==> config.mk <==
export PLATFORM = sky130hd
export DESIGN_NAME = dock_session_card_poller_core_flat
export DESIGN_NICKNAME = d
export VERILOG_FILES = /design/src/rtl/dscp_pkg.sv /design/src/rtl/dscp_item_if.sv /design/src/rtl/dscp_result_if.sv /design/src/rtl/dscp_cfg_if.sv /design/src/rtl/dock_session_card_poller_core.sv /design/src/rtl/dscp_cfg_regs.sv /design/src/rtl/dscp_engine.sv /design/src/flat_wrapper.sv
export SDC_FILE = /design/constraint.sdc
export NUM_CORES = 1
export LEC_CHECK = 0
export BUFFER_PORTS_ARGS = -buffer_cell sky130_fd_sc_hd__buf_2
export CORE_MARGIN = 5
export CORE_UTILIZATION = 35
export CTS_CLUSTER_DIAMETER = 40
export CTS_CLUSTER_SIZE = 12
export DETAILED_ROUTE_END_ITERATION = 7
export PLACE_DENSITY = 0.62
export SKIP_LAST_GASP = 1
export SLEW_MARGIN = 20
export SYNTH_ARGS = -nofsm -noshare
export SYNTH_HDL_FRONTEND = slang
export SYNTH_SLANG_ARGS = --single-unit
==> constraint.sdc <==
create_clock -name clk -period 7.25 [get_ports clk]
set_input_delay 0.3625 -clock clk [delete_from_list [all_inputs] [get_ports clk]]
set_output_delay 0.3625 -clock clk [all_outputs]
set_load 0.03 [all_outputs]
==> src/rtl/dscp_pkg.sv <==
package dscp_pkg;

    localparam int UID_BYTES     = 10;
    localparam int UID_W         = 8 * UID_BYTES;
    localparam int MAX_UID_BYTES = 10;

    localparam int CFG_ADDR_W = 3;
    localparam int CFG_DATA_W = 20;

    typedef enum logic [CFG_ADDR_W-1:0] {
        REG_READER_ENABLED  = 3'd0,
        REG_ENGAGE_DEBOUNCE = 3'd1,
        REG_RELEASE_DEBOUNCE = 3'd2,
        REG_BASE_POLL       = 3'd3,
        REG_WATCHDOG        = 3'd4
    } reg_addr_t;

    typedef enum logic [1:0] {
        EV_NONE   = 2'd0,
        EV_NEW    = 2'd1,
        EV_DETACH = 2'd2
    } card_ev_t;

    localparam logic FUNC_TICK     = 1'b0;
    localparam logic FUNC_RESPONSE = 1'b1;

    // reset values of the configuration registers
    localparam logic [15:0] ENGAGE_RST   = 16'd50;
    localparam logic [15:0] RELEASE_RST  = 16'd200;
    localparam logic [15:0] BASE_POLL_RST = 16'd100;
    localparam logic [19:0] WATCHDOG_RST = 20'd10000;

    // poll backoff tiers
    localparam logic [7:0]  FAIL_TIER1 = 8'd10;
    localparam logic [7:0]  FAIL_TIER2 = 8'd20;
    localparam logic [7:0]  FAIL_TIER3 = 8'd50;
    localparam logic [15:0] INTERVAL_TIER1 = 16'd200;
    localparam logic [15:0] INTERVAL_TIER2 = 16'd300;
    localparam logic [15:0] INTERVAL_TIER3 = 16'd500;

    typedef struct packed {
        logic        func;
        logic        contact_level;
        logic        read_ok;
        logic [7:0]  uid_len;
        logic [63:0] uid_low;
        logic [15:0] uid_high;
    } item_t;

    typedef struct packed {
        logic        poll_request;
        logic [1:0]  card_event;
        logic        session_open;
        logic        card_present;
        logic [3:0]  card_uid_len;
        logic [63:0] card_uid_low;
        logic [15:0] card_uid_high;
        logic [7:0]  failure_count;
        logic        watchdog_fired;
        logic        uid_too_long;
    } result_t;

    typedef struct packed {
        logic [CFG_ADDR_W-1:0] addr;
        logic [CFG_DATA_W-1:0] wdata;
    } cfg_wr_t;

    typedef struct packed {
        logic        reader_enabled;
        logic [15:0] engage_debounce_ticks;
        logic [15:0] release_debounce_ticks;
        logic [15:0] base_poll_interval;
        logic [19:0] watchdog_ticks;
        logic        enable_rise;
    } cfg_t;

endpackage

==> src/rtl/dscp_item_if.sv <==
interface dscp_item_if;
    import dscp_pkg::*;

    logic  valid;
    logic  ready;
    item_t data;

    modport source (output valid, output data, input ready);
    modport sink (input valid, input data, output ready);
endinterface

==> src/rtl/dscp_result_if.sv <==
interface dscp_result_if;
    import dscp_pkg::*;

    logic    valid;
    logic    ready;
    result_t data;

    modport source (output valid, output data, input ready);
    modport sink (input valid, input data, output ready);
endinterface

==> src/rtl/dscp_cfg_if.sv <==
interface dscp_cfg_if;
    import dscp_pkg::*;

    logic    valid;
    logic    ready;
    cfg_wr_t data;

    modport source (output valid, output data, input ready);
    modport sink (input valid, input data, output ready);
endinterface

==> src/rtl/dock_session_card_poller_core.sv <==
// Channel   Role   Payload
// item      sink   func, contact_level, read_ok, uid_len, uid_low, uid_high
// result    source poll_request .. uid_too_long, one per item
// cfg       sink   addr (register index), wdata; always ready
//
// One item per cycle sustained while the result side is ready. An accepted item
// is held in the input register, is processed against the session state, and
// its result lands in the result register, which drives result valid.
// Reset clears all control and session state and loads register defaults.
// A stalled result register holds the input register; the input takes a new
// transfer in the same cycle the held one moves on.
module dock_session_card_poller_core (
    input logic         clk,
    input logic         rst_n,
    dscp_item_if.sink   item,
    dscp_result_if.source result,
    dscp_cfg_if.sink    cfg
);
    import dscp_pkg::*;

    logic    in_valid_reg;
    item_t   in_data_reg;
    logic    res_valid_reg;
    result_t res_data_reg;
    logic    fire;
    logic    res_free;
    cfg_t    cfg_vals;
    result_t eng_res;

    assign res_free   = !res_valid_reg || result.ready;
    assign fire       = in_valid_reg && res_free;
    assign item.ready = !in_valid_reg || fire;
    assign cfg.ready  = 1'b1;

    assign result.valid = res_valid_reg;
    assign result.data  = res_data_reg;

    dscp_cfg_regs u_cfg_regs (
        .clk   (clk),
        .rst_n (rst_n),
        .wr_en (cfg.valid && cfg.ready),
        .wr    (cfg.data),
        .cfg   (cfg_vals)
    );

    dscp_engine u_engine (
        .clk   (clk),
        .rst_n (rst_n),
        .cfg   (cfg_vals),
        .fire  (fire),
        .item  (in_data_reg),
        .res   (eng_res)
    );

    always_ff @(posedge clk or negedge rst_n)
    begin
        if (!rst_n)
        begin
            in_valid_reg  <= 1'b0;
            res_valid_reg <= 1'b0;
        end
        else
        begin
            if (item.valid && item.ready)
                in_valid_reg <= 1'b1;
            else if (fire)
                in_valid_reg <= 1'b0;

            if (fire)
                res_valid_reg <= 1'b1;
            else if (result.ready)
                res_valid_reg <= 1'b0;
        end
    end

    always_ff @(posedge clk)
    begin
        if (item.valid && item.ready)
            in_data_reg <= item.data;
        if (fire)
            res_data_reg <= eng_res;
    end

`ifndef SYNTH
    a_hold_input: assert property (@(posedge clk) disable iff (!rst_n)
        in_valid_reg && !fire |=> in_valid_reg && $stable(in_data_reg))
        else $error("input register lost a waiting item");

    a_new_card_open: assert property (@(posedge clk) disable iff (!rst_n)
        res_valid_reg && res_data_reg.card_event == EV_NEW
        |-> res_data_reg.card_present && res_data_reg.session_open)
        else $error("new card reported outside an open session");

    a_poll_open: assert property (@(posedge clk) disable iff (!rst_n)
        res_valid_reg && res_data_reg.poll_request
        |-> res_data_reg.session_open && res_data_reg.card_event == EV_NONE)
        else $error("poll requested with session closed or card event");

    a_uid_len: assert property (@(posedge clk) disable iff (!rst_n)
        res_valid_reg |-> res_data_reg.card_uid_len <= 4'(MAX_UID_BYTES))
        else $error("latched UID length above maximum");
`endif
endmodule

==> src/rtl/dscp_cfg_regs.sv <==
module dscp_cfg_regs (
    input  logic              clk,
    input  logic              rst_n,
    input  logic              wr_en,
    input  dscp_pkg::cfg_wr_t wr,
    output dscp_pkg::cfg_t    cfg
);
    import dscp_pkg::*;

    logic        enabled_reg;
    logic [15:0] engage_reg;
    logic [15:0] release_reg;
    logic [15:0] base_poll_reg;
    logic [19:0] watchdog_reg;

    always_ff @(posedge clk or negedge rst_n)
    begin
        if (!rst_n)
        begin
            enabled_reg   <= 1'b0;
            engage_reg    <= ENGAGE_RST;
            release_reg   <= RELEASE_RST;
            base_poll_reg <= BASE_POLL_RST;
            watchdog_reg  <= WATCHDOG_RST;
        end
        else if (wr_en)
        begin
            case (wr.addr)
                REG_READER_ENABLED:   enabled_reg   <= wr.wdata[0];
                REG_ENGAGE_DEBOUNCE:  engage_reg    <= wr.wdata[15:0];
                REG_RELEASE_DEBOUNCE: release_reg   <= wr.wdata[15:0];
                REG_BASE_POLL:        base_poll_reg <= wr.wdata[15:0];
                REG_WATCHDOG:         watchdog_reg  <= wr.wdata[19:0];
                default:              ;
            endcase
        end
    end

    always_comb
    begin
        cfg.reader_enabled         = enabled_reg;
        cfg.engage_debounce_ticks  = engage_reg;
        cfg.release_debounce_ticks = release_reg;
        cfg.base_poll_interval     = base_poll_reg;
        cfg.watchdog_ticks         = watchdog_reg;
        // off-to-on write restarts failure tracking
        cfg.enable_rise = wr_en && (wr.addr == REG_READER_ENABLED)
                          && wr.wdata[0] && !enabled_reg;
    end
endmodule

==> src/rtl/dscp_engine.sv <==
module dscp_engine (
    input  logic              clk,
    input  logic              rst_n,
    input  dscp_pkg::cfg_t    cfg,
    input  logic              fire,
    input  dscp_pkg::item_t   item,
    output dscp_pkg::result_t res
);
    import dscp_pkg::*;

    logic             pending_reg, pending_next;
    logic [15:0]      stable_reg, stable_next;
    logic             session_reg, session_next;
    logic             card_seen_reg, card_seen_next;
    logic             read_in_sess_reg, read_in_sess_next;
    logic [15:0]      since_attempt_reg, since_attempt_next;
    logic [19:0]      since_success_reg, since_success_next;
    logic [7:0]       fail_reg, fail_next;
    logic             awaiting_reg, awaiting_next;
    logic [UID_W-1:0] prev_uid_reg, prev_uid_next;
    logic [3:0]       prev_len_reg, prev_len_next;
    logic [UID_W-1:0] held_uid_reg, held_uid_next;
    logic [3:0]       held_len_reg, held_len_next;
    logic             held_valid_reg, held_valid_next;

    logic [UID_W-1:0] uid_raw;
    logic [UID_W-1:0] uid_masked;
    logic [15:0]      threshold;
    logic             settle;
    logic             poll;
    logic             wd_fired;
    logic             too_long;
    card_ev_t         event_code;

    function automatic logic [15:0] poll_interval(input logic [7:0] fails,
                                                  input logic [15:0] base);
        if (fails > FAIL_TIER3)
            return INTERVAL_TIER3;
        else if (fails > FAIL_TIER2)
            return INTERVAL_TIER2;
        else if (fails > FAIL_TIER1)
            return INTERVAL_TIER1;
        else
            return base;
    endfunction

    always_comb
    begin
        uid_raw = {item.uid_high, item.uid_low};
        for (int i = 0; i < UID_BYTES; i++)
        begin
            uid_masked[8*i +: 8] = (item.uid_len > 8'(i)) ? uid_raw[8*i +: 8] : 8'd0;
        end

        pending_next       = pending_reg;
        stable_next        = stable_reg;
        session_next       = session_reg;
        card_seen_next     = card_seen_reg;
        read_in_sess_next  = read_in_sess_reg;
        since_attempt_next = since_attempt_reg;
        since_success_next = since_success_reg;
        fail_next          = fail_reg;
        awaiting_next      = awaiting_reg;
        prev_uid_next      = prev_uid_reg;
        prev_len_next      = prev_len_reg;
        held_uid_next      = held_uid_reg;
        held_len_next      = held_len_reg;
        held_valid_next    = held_valid_reg;
        threshold          = 16'd0;
        settle             = 1'b0;
        poll               = 1'b0;
        wd_fired           = 1'b0;
        too_long           = 1'b0;
        event_code         = EV_NONE;

        if (cfg.reader_enabled)
        begin
            if (item.func == FUNC_TICK)
            begin
                since_attempt_next = (since_attempt_reg == '1) ? since_attempt_reg
                                                               : since_attempt_reg + 16'd1;
                since_success_next = (since_success_reg == '1) ? since_success_reg
                                                               : since_success_reg + 20'd1;
                if (item.contact_level != pending_reg)
                begin
                    pending_next = item.contact_level;
                    stable_next  = 16'd0;
                end
                else
                begin
                    stable_next = (stable_reg == '1) ? stable_reg : stable_reg + 16'd1;
                end

                threshold = pending_next ? cfg.engage_debounce_ticks
                                         : cfg.release_debounce_ticks;
                settle = (stable_next > threshold) && (pending_next != session_reg);
                if (settle)
                begin
                    session_next  = pending_next;
                    awaiting_next = 1'b0;
                    if (pending_next)
                    begin
                        read_in_sess_next = 1'b0;
                        prev_uid_next     = '0;
                        prev_len_next     = 4'd0;
                        fail_next         = 8'd0;
                    end
                    else
                    begin
                        if (read_in_sess_reg)
                            event_code = EV_DETACH;
                        card_seen_next    = 1'b0;
                        read_in_sess_next = 1'b0;
                        held_valid_next   = 1'b0;
                    end
                end

                if (session_next && !read_in_sess_next && !awaiting_next
                    && since_attempt_next >= poll_interval(fail_next, cfg.base_poll_interval))
                begin
                    if (since_success_next > cfg.watchdog_ticks)
                    begin
                        fail_next          = 8'd0;
                        since_success_next = 20'd0;
                        wd_fired           = 1'b1;
                    end
                    since_attempt_next = 16'd0;
                    awaiting_next      = 1'b1;
                    poll               = 1'b1;
                end
            end
            else if (awaiting_reg)
            begin
                awaiting_next = 1'b0;
                if (item.read_ok)
                begin
                    card_seen_next     = 1'b1;
                    fail_next          = 8'd0;
                    since_success_next = {4'd0, since_attempt_reg};
                    if (item.uid_len > 8'(MAX_UID_BYTES))
                    begin
                        too_long = 1'b1;
                    end
                    else if (item.uid_len[3:0] != prev_len_reg || uid_masked != prev_uid_reg)
                    begin
                        prev_uid_next     = uid_masked;
                        prev_len_next     = item.uid_len[3:0];
                        read_in_sess_next = 1'b1;
                        held_uid_next     = uid_masked;
                        held_len_next     = item.uid_len[3:0];
                        held_valid_next   = 1'b1;
                        event_code        = EV_NEW;
                    end
                end
                else
                begin
                    fail_next = (fail_reg == '1) ? fail_reg : fail_reg + 8'd1;
                end
            end
        end

        res.poll_request   = poll;
        res.card_event     = event_code;
        res.session_open   = session_next;
        res.card_present   = card_seen_next && session_next;
        res.card_uid_len   = held_valid_next ? held_len_next : 4'd0;
        res.card_uid_low   = held_valid_next ? held_uid_next[63:0] : 64'd0;
        res.card_uid_high  = held_valid_next ? held_uid_next[79:64] : 16'd0;
        res.failure_count  = fail_next;
        res.watchdog_fired = wd_fired;
        res.uid_too_long   = too_long;
    end

    always_ff @(posedge clk or negedge rst_n)
    begin
        if (!rst_n)
        begin
            pending_reg       <= 1'b0;
            stable_reg        <= 16'd0;
            session_reg       <= 1'b0;
            card_seen_reg     <= 1'b0;
            read_in_sess_reg  <= 1'b0;
            since_attempt_reg <= 16'd0;
            since_success_reg <= 20'd0;
            fail_reg          <= 8'd0;
            awaiting_reg      <= 1'b0;
            prev_uid_reg      <= '0;
            prev_len_reg      <= 4'd0;
            held_uid_reg      <= '0;
            held_len_reg      <= 4'd0;
            held_valid_reg    <= 1'b0;
        end
        else if (cfg.enable_rise)
        begin
            fail_reg          <= 8'd0;
            since_success_reg <= 20'd0;
        end
        else if (fire)
        begin
            pending_reg       <= pending_next;
            stable_reg        <= stable_next;
            session_reg       <= session_next;
            card_seen_reg     <= card_seen_next;
            read_in_sess_reg  <= read_in_sess_next;
            since_attempt_reg <= since_attempt_next;
            since_success_reg <= since_success_next;
            fail_reg          <= fail_next;
            awaiting_reg      <= awaiting_next;
            prev_uid_reg      <= prev_uid_next;
            prev_len_reg      <= prev_len_next;
            held_uid_reg      <= held_uid_next;
            held_len_reg      <= held_len_next;
            held_valid_reg    <= held_valid_next;
        end
    end
endmodule

==> src/flat_wrapper.sv <==
// flat-port wrapper written by rule: the top's interface ports become plain ports
module dock_session_card_poller_core_flat import dscp_pkg::*;
  (clk, rst_n, item_valid, item_data, item_ready, result_valid, result_data, result_ready, cfg_valid, cfg_data, cfg_ready);
  dscp_item_if item_i ();
  dscp_result_if result_i ();
  dscp_cfg_if cfg_i ();
  input logic clk;
  input logic rst_n;
  input wire logic [$bits(item_i.valid)-1:0] item_valid;
  input wire logic [$bits(item_i.data)-1:0] item_data;
  output wire logic [$bits(item_i.ready)-1:0] item_ready;
  output wire logic [$bits(result_i.valid)-1:0] result_valid;
  output wire logic [$bits(result_i.data)-1:0] result_data;
  input wire logic [$bits(result_i.ready)-1:0] result_ready;
  input wire logic [$bits(cfg_i.valid)-1:0] cfg_valid;
  input wire logic [$bits(cfg_i.data)-1:0] cfg_data;
  output wire logic [$bits(cfg_i.ready)-1:0] cfg_ready;
  assign item_i.valid = item_valid;
  assign item_i.data = item_data;
  assign item_ready = item_i.ready;
  assign result_valid = result_i.valid;
  assign result_data = result_i.data;
  assign result_i.ready = result_ready;
  assign cfg_i.valid = cfg_valid;
  assign cfg_i.data = cfg_data;
  assign cfg_ready = cfg_i.ready;
  dock_session_card_poller_core u_core (.clk(clk), .rst_n(rst_n), .item(item_i), .result(result_i), .cfg(cfg_i));
endmodule
==> flow_metrics.tcl, run 1 <==
set metrics [dict create \
    post-route-cell-area_sq_mm 0.0311 \
    tritoncts "built" \
    htreeDepth 3 \
    synth_largest_type_area_fraction_pct 29.4 \
    antenna_found_initial 0 \
    cp_data_arrival_time_ps 6880 \
    critPathMaxFanout 15 \
    cts_post_setup_buffers_inserted 0 \
    critical_path.startpoint_type "register" \
    numPlacedInstances 3313 \
    drive_gt1_share_pct 21.5 \
    layout_common_cells "sky130_fd_sc_hd__dfrtp_1, sky130_fd_sc_hd__nand2_1, sky130_fd_sc_hd__buf_2, sky130_fd_sc_hd__edfxtp_1, sky130_fd_sc_hd__inv_1" \
    flip_flop_count_of_the_largest_register_all_copies_and_words_added 99 \
    synth_top_flop_cell "sky130_fd_sc_hd__dfrtp_1" \
    worst_skew_pair.late_latency_ps 650 \
    grt_pass1_wl_um 122000 \
    route.detailed.wl_per_inst_um 22.3 \
    mostFrequentLayoutCell "sky130_fd_sc_hd__dfrtp_1" \
    fmax_mhz 156 \
    seq_total_area_yosys_pct 53.9 \
    grt_max_degree 131 \
    crit_end_element "register" \
    fin_tns_setup_ps 0 \
    cts_sinks 495 \
    die_h_um 276 \
    power_density_of_the_placed_cells_mw_per_mm2 313 \
    postSynth.asyncResetShare_pct 61.6 \
    area.growth.synth_to_final_pct 25.7 \
    clkTransAtPathRegs_ps 50 \
    comb_power_share_pct 16.4 \
    antenna_cells 0 \
    fp.coreArea_sq_mm 0.0701 \
    tightest_slew_ps 1140 \
    skew_ps 48.4 \
    detail-route-antenna-nets 0 \
    place_hpwl_um 54900 \
    yosysWarnings 0 \
    grt_setup_unrepaired "false" \
    placedInstanceArea_sq_mm 0.0269 \
    yosys.area.top_type "sky130_fd_sc_hd__dfrtp_1" \
    worst_slew_margin_pct 23.8 \
    worstSetupPathType "register to register" \
    static-leakage-power_nw 14.0 \
    drcViolationCount 0 \
    synth_edf_count 190 \
    cpMaxStageDelayCell "sky130_fd_sc_hd__a211oi_1" \
    die_width_um 276 \
    drt_pre_antenna_iters 5 \
    hold_class "input pin to register" \
    vias 19700 \
    final_period_minus_worst_setup_slack_ps 6410 \
    slew_violations 0 \
    post_synth_inst_count 2235 \
    hold_viol 0 \
    via_count_of_the_first_global_routing_pass 19900 \
    synthDistinctLibCells 90 \
    setup_viol 0 \
    status "finished clean" \
    cts.path.max_buffers 3 \
    finish.net_count 2742 \
    start_util_pct 35.3 \
    io_buffers 219 \
    row_count 97 \
    grt_usage_pct 20.4 \
    postSynthNetCount 2412 \
    totalWireLength_um 79800 \
    share_seq_of_total_power_pct 37.9 \
    cts_root_buf "sky130_fd_sc_hd__clkbuf_16" \
    synthTopCellsByArea "sky130_fd_sc_hd__dfrtp_1, sky130_fd_sc_hd__edfxtp_1, sky130_fd_sc_hd__mux2i_1" \
    cts_buffers 90 \
    cp.required_ps 7720 \
    synth_seq_cells 495 \
    vdd_drop_max_mv 0.203 \
    layout.cells.non_filler 3583 \
    detail_route.iter0.violations 1828 \
    die_area_sq_mm 0.0762 \
    avgViaCountPerCell 5.49 \
    finalCritPeriodShare_pct 88.5 \
    routabilityCongestion 0.916 \
    cellInternalPower_mw 6.87 \
    grt_remaining_overflow 0 \
    netSwitchingFraction_pct 29.5 \
    cap_violations 0 \
    critical_path.max_stage_delay_ps 720 \
    p_clk_share_pct 45.7 \
    switching_power_mw 2.87 \
    boundaryPins 221 \
    netlist_area_sq_mm 0.0248 \
    mean_cell_area_of_the_mapped_netlist_sq_um 11.1 \
]
[power groups by stage]
stage | clock network (mW) | registers, mW | logic (mW)
after floorplan | 0 | 3.75 | 0.933
after global placement | 0 | 3.71 | 1.51
after detailed placement | 0 | 3.73 | 1.55
after CTS | 4.52 | 3.68 | 1.61
after global routing | 4.65 | 3.74 | 1.77
final | 4.45 | 3.69 | 1.60
[cell families after synthesis]
| group | after synthesis | share of synthesized area, % |
|---|---|---|
| buffers and inverters | 286 | 5.04 |
| adder cells (fa/ha/maj) | 60 | 3.01 |
| flip-flops | 495 | 53.9 |
| AO/OA/AOI/OAI | 548 | 16.1 |
| other | 1 | 0.0151 |
| multiplexers | 200 | 8.46 |
| AND/OR/NAND/NOR | 580 | 11.2 |
| XOR/XNOR | 65 | 2.30 |
[timing repair]
action / 4_1_cts / 5_1_grt
endpoints found under the hold margin: 199 / 0
hold buffers: 100 / 0
endpoints found under the setup margin: 0 / 0
gates resized for setup: 0 / 0
[per-layer routing]
metal  global-route usage (%)  up-vias  routed length, um
met5                        0        -                  0
met4                     6.77        0               2400
met3                     3.99      167               5410
met2                     32.3      788              36800
met1                     28.2     9791              35200
li1                         -     8908                  -
[layout make-up]
cell class	instances	area, sq um
Clock inverter	62	837
Clock buffer	108	2420
Fill cell	6510	39000
Multi-Input combinational cell	1454	10300
Sequential cell	495	13400
Timing Repair Buffer	360	2460
Tap cell	940	1180
Inverter	164	618
[stage by stage]
stage               power (mW)  util, %  hold WS, ps  worst slack (ps)
global placement          5.23     38.3          459               942
finish                    9.74     44.4         42.3               836
detailed placement        5.27     38.3          476               842
floorplan                 4.68        -         66.9              1270
global route              10.2     44.4         34.1               274
CTS                       9.81     44.4         3.24               818
[cells in the mapped netlist (all sizes together), types with 26 or more instances]
cell type  number
xnor2          40
dfrtp         291
nand2         266
inv           162
edfxtp        190
nand4          26
nand3          39
o31ai          68
ha             58
a21oi          67
a22o           31
o21ai         121
a32o           37
buf            49
clkbuf         73
o211ai         39
mux2           74
mux2i         126
nor2          103
nor3           27
[final timing paths]
check	from	endpoint	slack [ps]	cells past startpoint
max	u_core.u_engine.stable_reg[6]	u_core.result.data[8]	840	26
min in group asynchronous	rst_n	u_core.u_engine.held_uid_reg[18]	330	2
min reg2reg	u_core.u_engine.held_len_reg[1]	u_core.u_engine.held_len_reg[1]	490	1
min	cfg_data[12]	u_core.u_cfg_regs.watchdog_reg[12]	40	3
max reg2reg	u_core.u_engine.stable_reg[6]	u_core.result.data[8]	840	26
max in group asynchronous	rst_n	u_core.u_engine.stable_reg[11]	5310	3
[worst max-delay path, delay by kind of cell, from the launching register on]
family / cells / cell delay [ps]
xor+xnor: 1 / 160
fa+ha+maj: 2 / 610
flops: 1 / 420
compound gates: 11 / 2520
simple gates: 9 / 1900
buf+inv: 3 / 630
Power figures use the tool's default switching activity.
==> inputs of run 2 (changes only) <==
==> constraint.sdc (replaced) <==
create_clock -name clk -period 7.25 [get_ports clk]
set_input_delay 1.45 -clock clk [delete_from_list [all_inputs] [get_ports clk]]
set_output_delay 1.45 -clock clk [all_outputs]
set_load 0.03 [all_outputs]
==> flow_metrics.tcl, run 2 (synthesized netlist as in run 1, its figures left out) <==
set metrics [dict create \
    route.detailed.wl_per_inst_um 22.4 \
    setup_viol 0 \
    crit_top_cell "sky130_fd_sc_hd__nand2_1" \
    drive_gt1_share_pct 22.6 \
    comb_power_share_pct 16.1 \
    cellInternalPower_mw 6.70 \
    cpMaxStageDelayCell "sky130_fd_sc_hd__a211oi_1" \
    grt_usage_pct 19.9 \
    post_cts_resize_count 0 \
    grt_max_degree 179 \
    area.growth.synth_to_final_pct 21.5 \
    grt_remaining_overflow 0 \
    totalWireLength_um 78200 \
    hold_viol 0 \
    status "finished clean" \
    fin_tns_setup_ps 0 \
    fp.coreArea_sq_mm 0.0701 \
    switching_power_mw 2.89 \
    setup_slack_of_the_critical_path_after_layout_ps 845 \
    p_clk_share_pct 45.3 \
    dp_worst_setup_slack_ps 812 \
    die_area_sq_mm 0.0762 \
    start_util_pct 35.3 \
    detail_route.iter0.violations 1709 \
    timing.critical_path.depth 26 \
    vdd_drop_max_mv 0.215 \
    critPathMaxFanout 12 \
    die_width_um 276 \
    netSwitchingFraction_pct 30.2 \
    layout.core_utilization_pct 42.9 \
    vias 19200 \
    critical_path.max_stage_delay_ps 660 \
    final_period_minus_worst_setup_slack_ps 6410 \
    clkTransAtPathRegs_ps 50 \
    slew_violations 0 \
    cap_violations 0 \
    reg2reg_depth 26 \
    antenna_found_initial 4 \
    regToRegEndpoint "u_core.u_engine.since_success_reg[16]" \
    boundaryPins 221 \
    avgViaCountPerCell 5.51 \
    row_count 97 \
    static-leakage-power_nw 13.6 \
    skew_ps 53.4 \
    die_h_um 276 \
    routabilityCongestion 0.948 \
    layout_common_cells "sky130_fd_sc_hd__dfrtp_1, sky130_fd_sc_hd__nand2_1, sky130_fd_sc_hd__buf_2, sky130_fd_sc_hd__edfxtp_1, sky130_fd_sc_hd__inv_1" \
    worst_slew_margin_pct 23.6 \
    cts_sinks 495 \
    htreeDepth 3 \
    cts.path.max_buffers 3 \
    grt_setup_unrepaired "false" \
    cts_buffers 93 \
    worstSetupPathType "register to register" \
    postCtsHoldBufs 0 \
    cp_data_arrival_time_ps 6980 \
    detail-route-antenna-nets 0 \
    crit_end_element "register" \
    worst_setup_path_startpoint "u_core.u_engine.stable_reg[6]" \
    tritoncts "built" \
    io_buffers 219 \
    crit_path_end "u_core.u_engine.since_success_reg[16]" \
    tightest_slew_ps 1130 \
    mostFrequentLayoutCell "sky130_fd_sc_hd__dfrtp_1" \
    whs_ps 491 \
    cts_root_buf "sky130_fd_sc_hd__clkbuf_16" \
    critical_path.startpoint_type "register" \
    drt_pre_antenna_iters 6 \
    worst_skew_pair.late_latency_ps 650 \
    share_seq_of_total_power_pct 38.6 \
    cp.required_ps 7830 \
    worst_r2r_startpoint "u_core.u_engine.stable_reg[6]" \
    critPathTopFamily "compound AO/OA/AOI/OAI gates" \
    drcViolationCount 0 \
    place_hpwl_um 55100 \
    via_count_of_the_first_global_routing_pass 19400 \
    grt_pass1_wl_um 120000 \
    setup.reg_to_reg.worst_slack_ps 840 \
    cts_post_setup_buffers_inserted 0 \
    power_density_of_the_placed_cells_mw_per_mm2 319 \
    finish.net_count 2649 \
    buf_inv_stages_crit_path 2 \
    antenna_cells 0 \
    flip_flop_count_of_the_largest_register_all_copies_and_words_added 99 \
    hold_class "register to register" \
    fmax_mhz 156 \
    finalCritPeriodShare_pct 88.3 \
]
-- run 2: cell types whose count changed in the layout (fill, tap and decap cells not counted), sizes merged --
cell         change
buf              +4
clkinv           +5
clkinvlp         +6
inv              +3
bufinv           -4
clkbuf           -5
dlygate4sd3    -100
-- run 2: area by class of cell --
| class | instances | area, sq um |
|---|---|---|
| Clock inverter | 72 | 803 |
| Tap cell | 940 | 1180 |
| Multi-Input combinational cell | 1454 | 10300 |
| Fill cell | 6637 | 40000 |
| Inverter | 164 | 618 |
| Clock buffer | 103 | 2410 |
| Sequential cell | 495 | 13400 |
| Timing Repair Buffer | 264 | 1490 |
-- run 2: per-stage QoR --
stage	instances	power, mW	instance area [sq um]
after CTS	3491	9.66	30100
after global placement	3316	5.22	26900
after floorplan	2235	4.68	24800
after detailed placement	3316	5.28	26900
after global routing	3492	10.0	30100
final	3492	9.59	30100
-- run 2: power by group through the flow --
| stage | clock network [mW] | logic, mW | registers, mW |
|---|---|---|---|
| after global routing | 4.56 | 1.71 | 3.75 |
| after floorplan | 0 | 0.933 | 3.75 |
| after CTS | 4.42 | 1.55 | 3.69 |
| after detailed placement | 0 | 1.54 | 3.74 |
| final | 4.34 | 1.55 | 3.70 |
| after global placement | 0 | 1.50 | 3.72 |
-- run 2: worst min path at each step --
stage / cells after the start / start / slack (ps) / endpoint
after floorplan: 1 / u_core.u_engine.held_len_reg[1] / 450 / u_core.u_engine.held_len_reg[1]
after global placement: 1 / u_core.u_engine.held_len_reg[1] / 470 / u_core.u_engine.held_len_reg[1]
after detailed placement: 1 / u_core.u_engine.held_uid_reg[62] / 480 / u_core.u_engine.held_uid_reg[62]
after CTS: 1 / u_core.u_engine.held_uid_reg[62] / 490 / u_core.u_engine.held_uid_reg[62]
after global routing: 1 / u_core.u_engine.held_uid_reg[61] / 500 / u_core.u_engine.held_uid_reg[61]
final: 1 / u_core.u_engine.held_uid_reg[61] / 490 / u_core.u_engine.held_uid_reg[61]
-- run 2: layer usage --
| layer | GRT usage (%) | routed length (um) | up-vias |
|---|---|---|---|
| met2 | 30.7 | 35400 | 816 |
| met3 | 3.51 | 5340 | 146 |
| met4 | 7.13 | 2590 | 0 |
| met1 | 28.3 | 34800 | 9560 |
| li1 | - | - | 8719 |
| met5 | 0 | 0 | - |
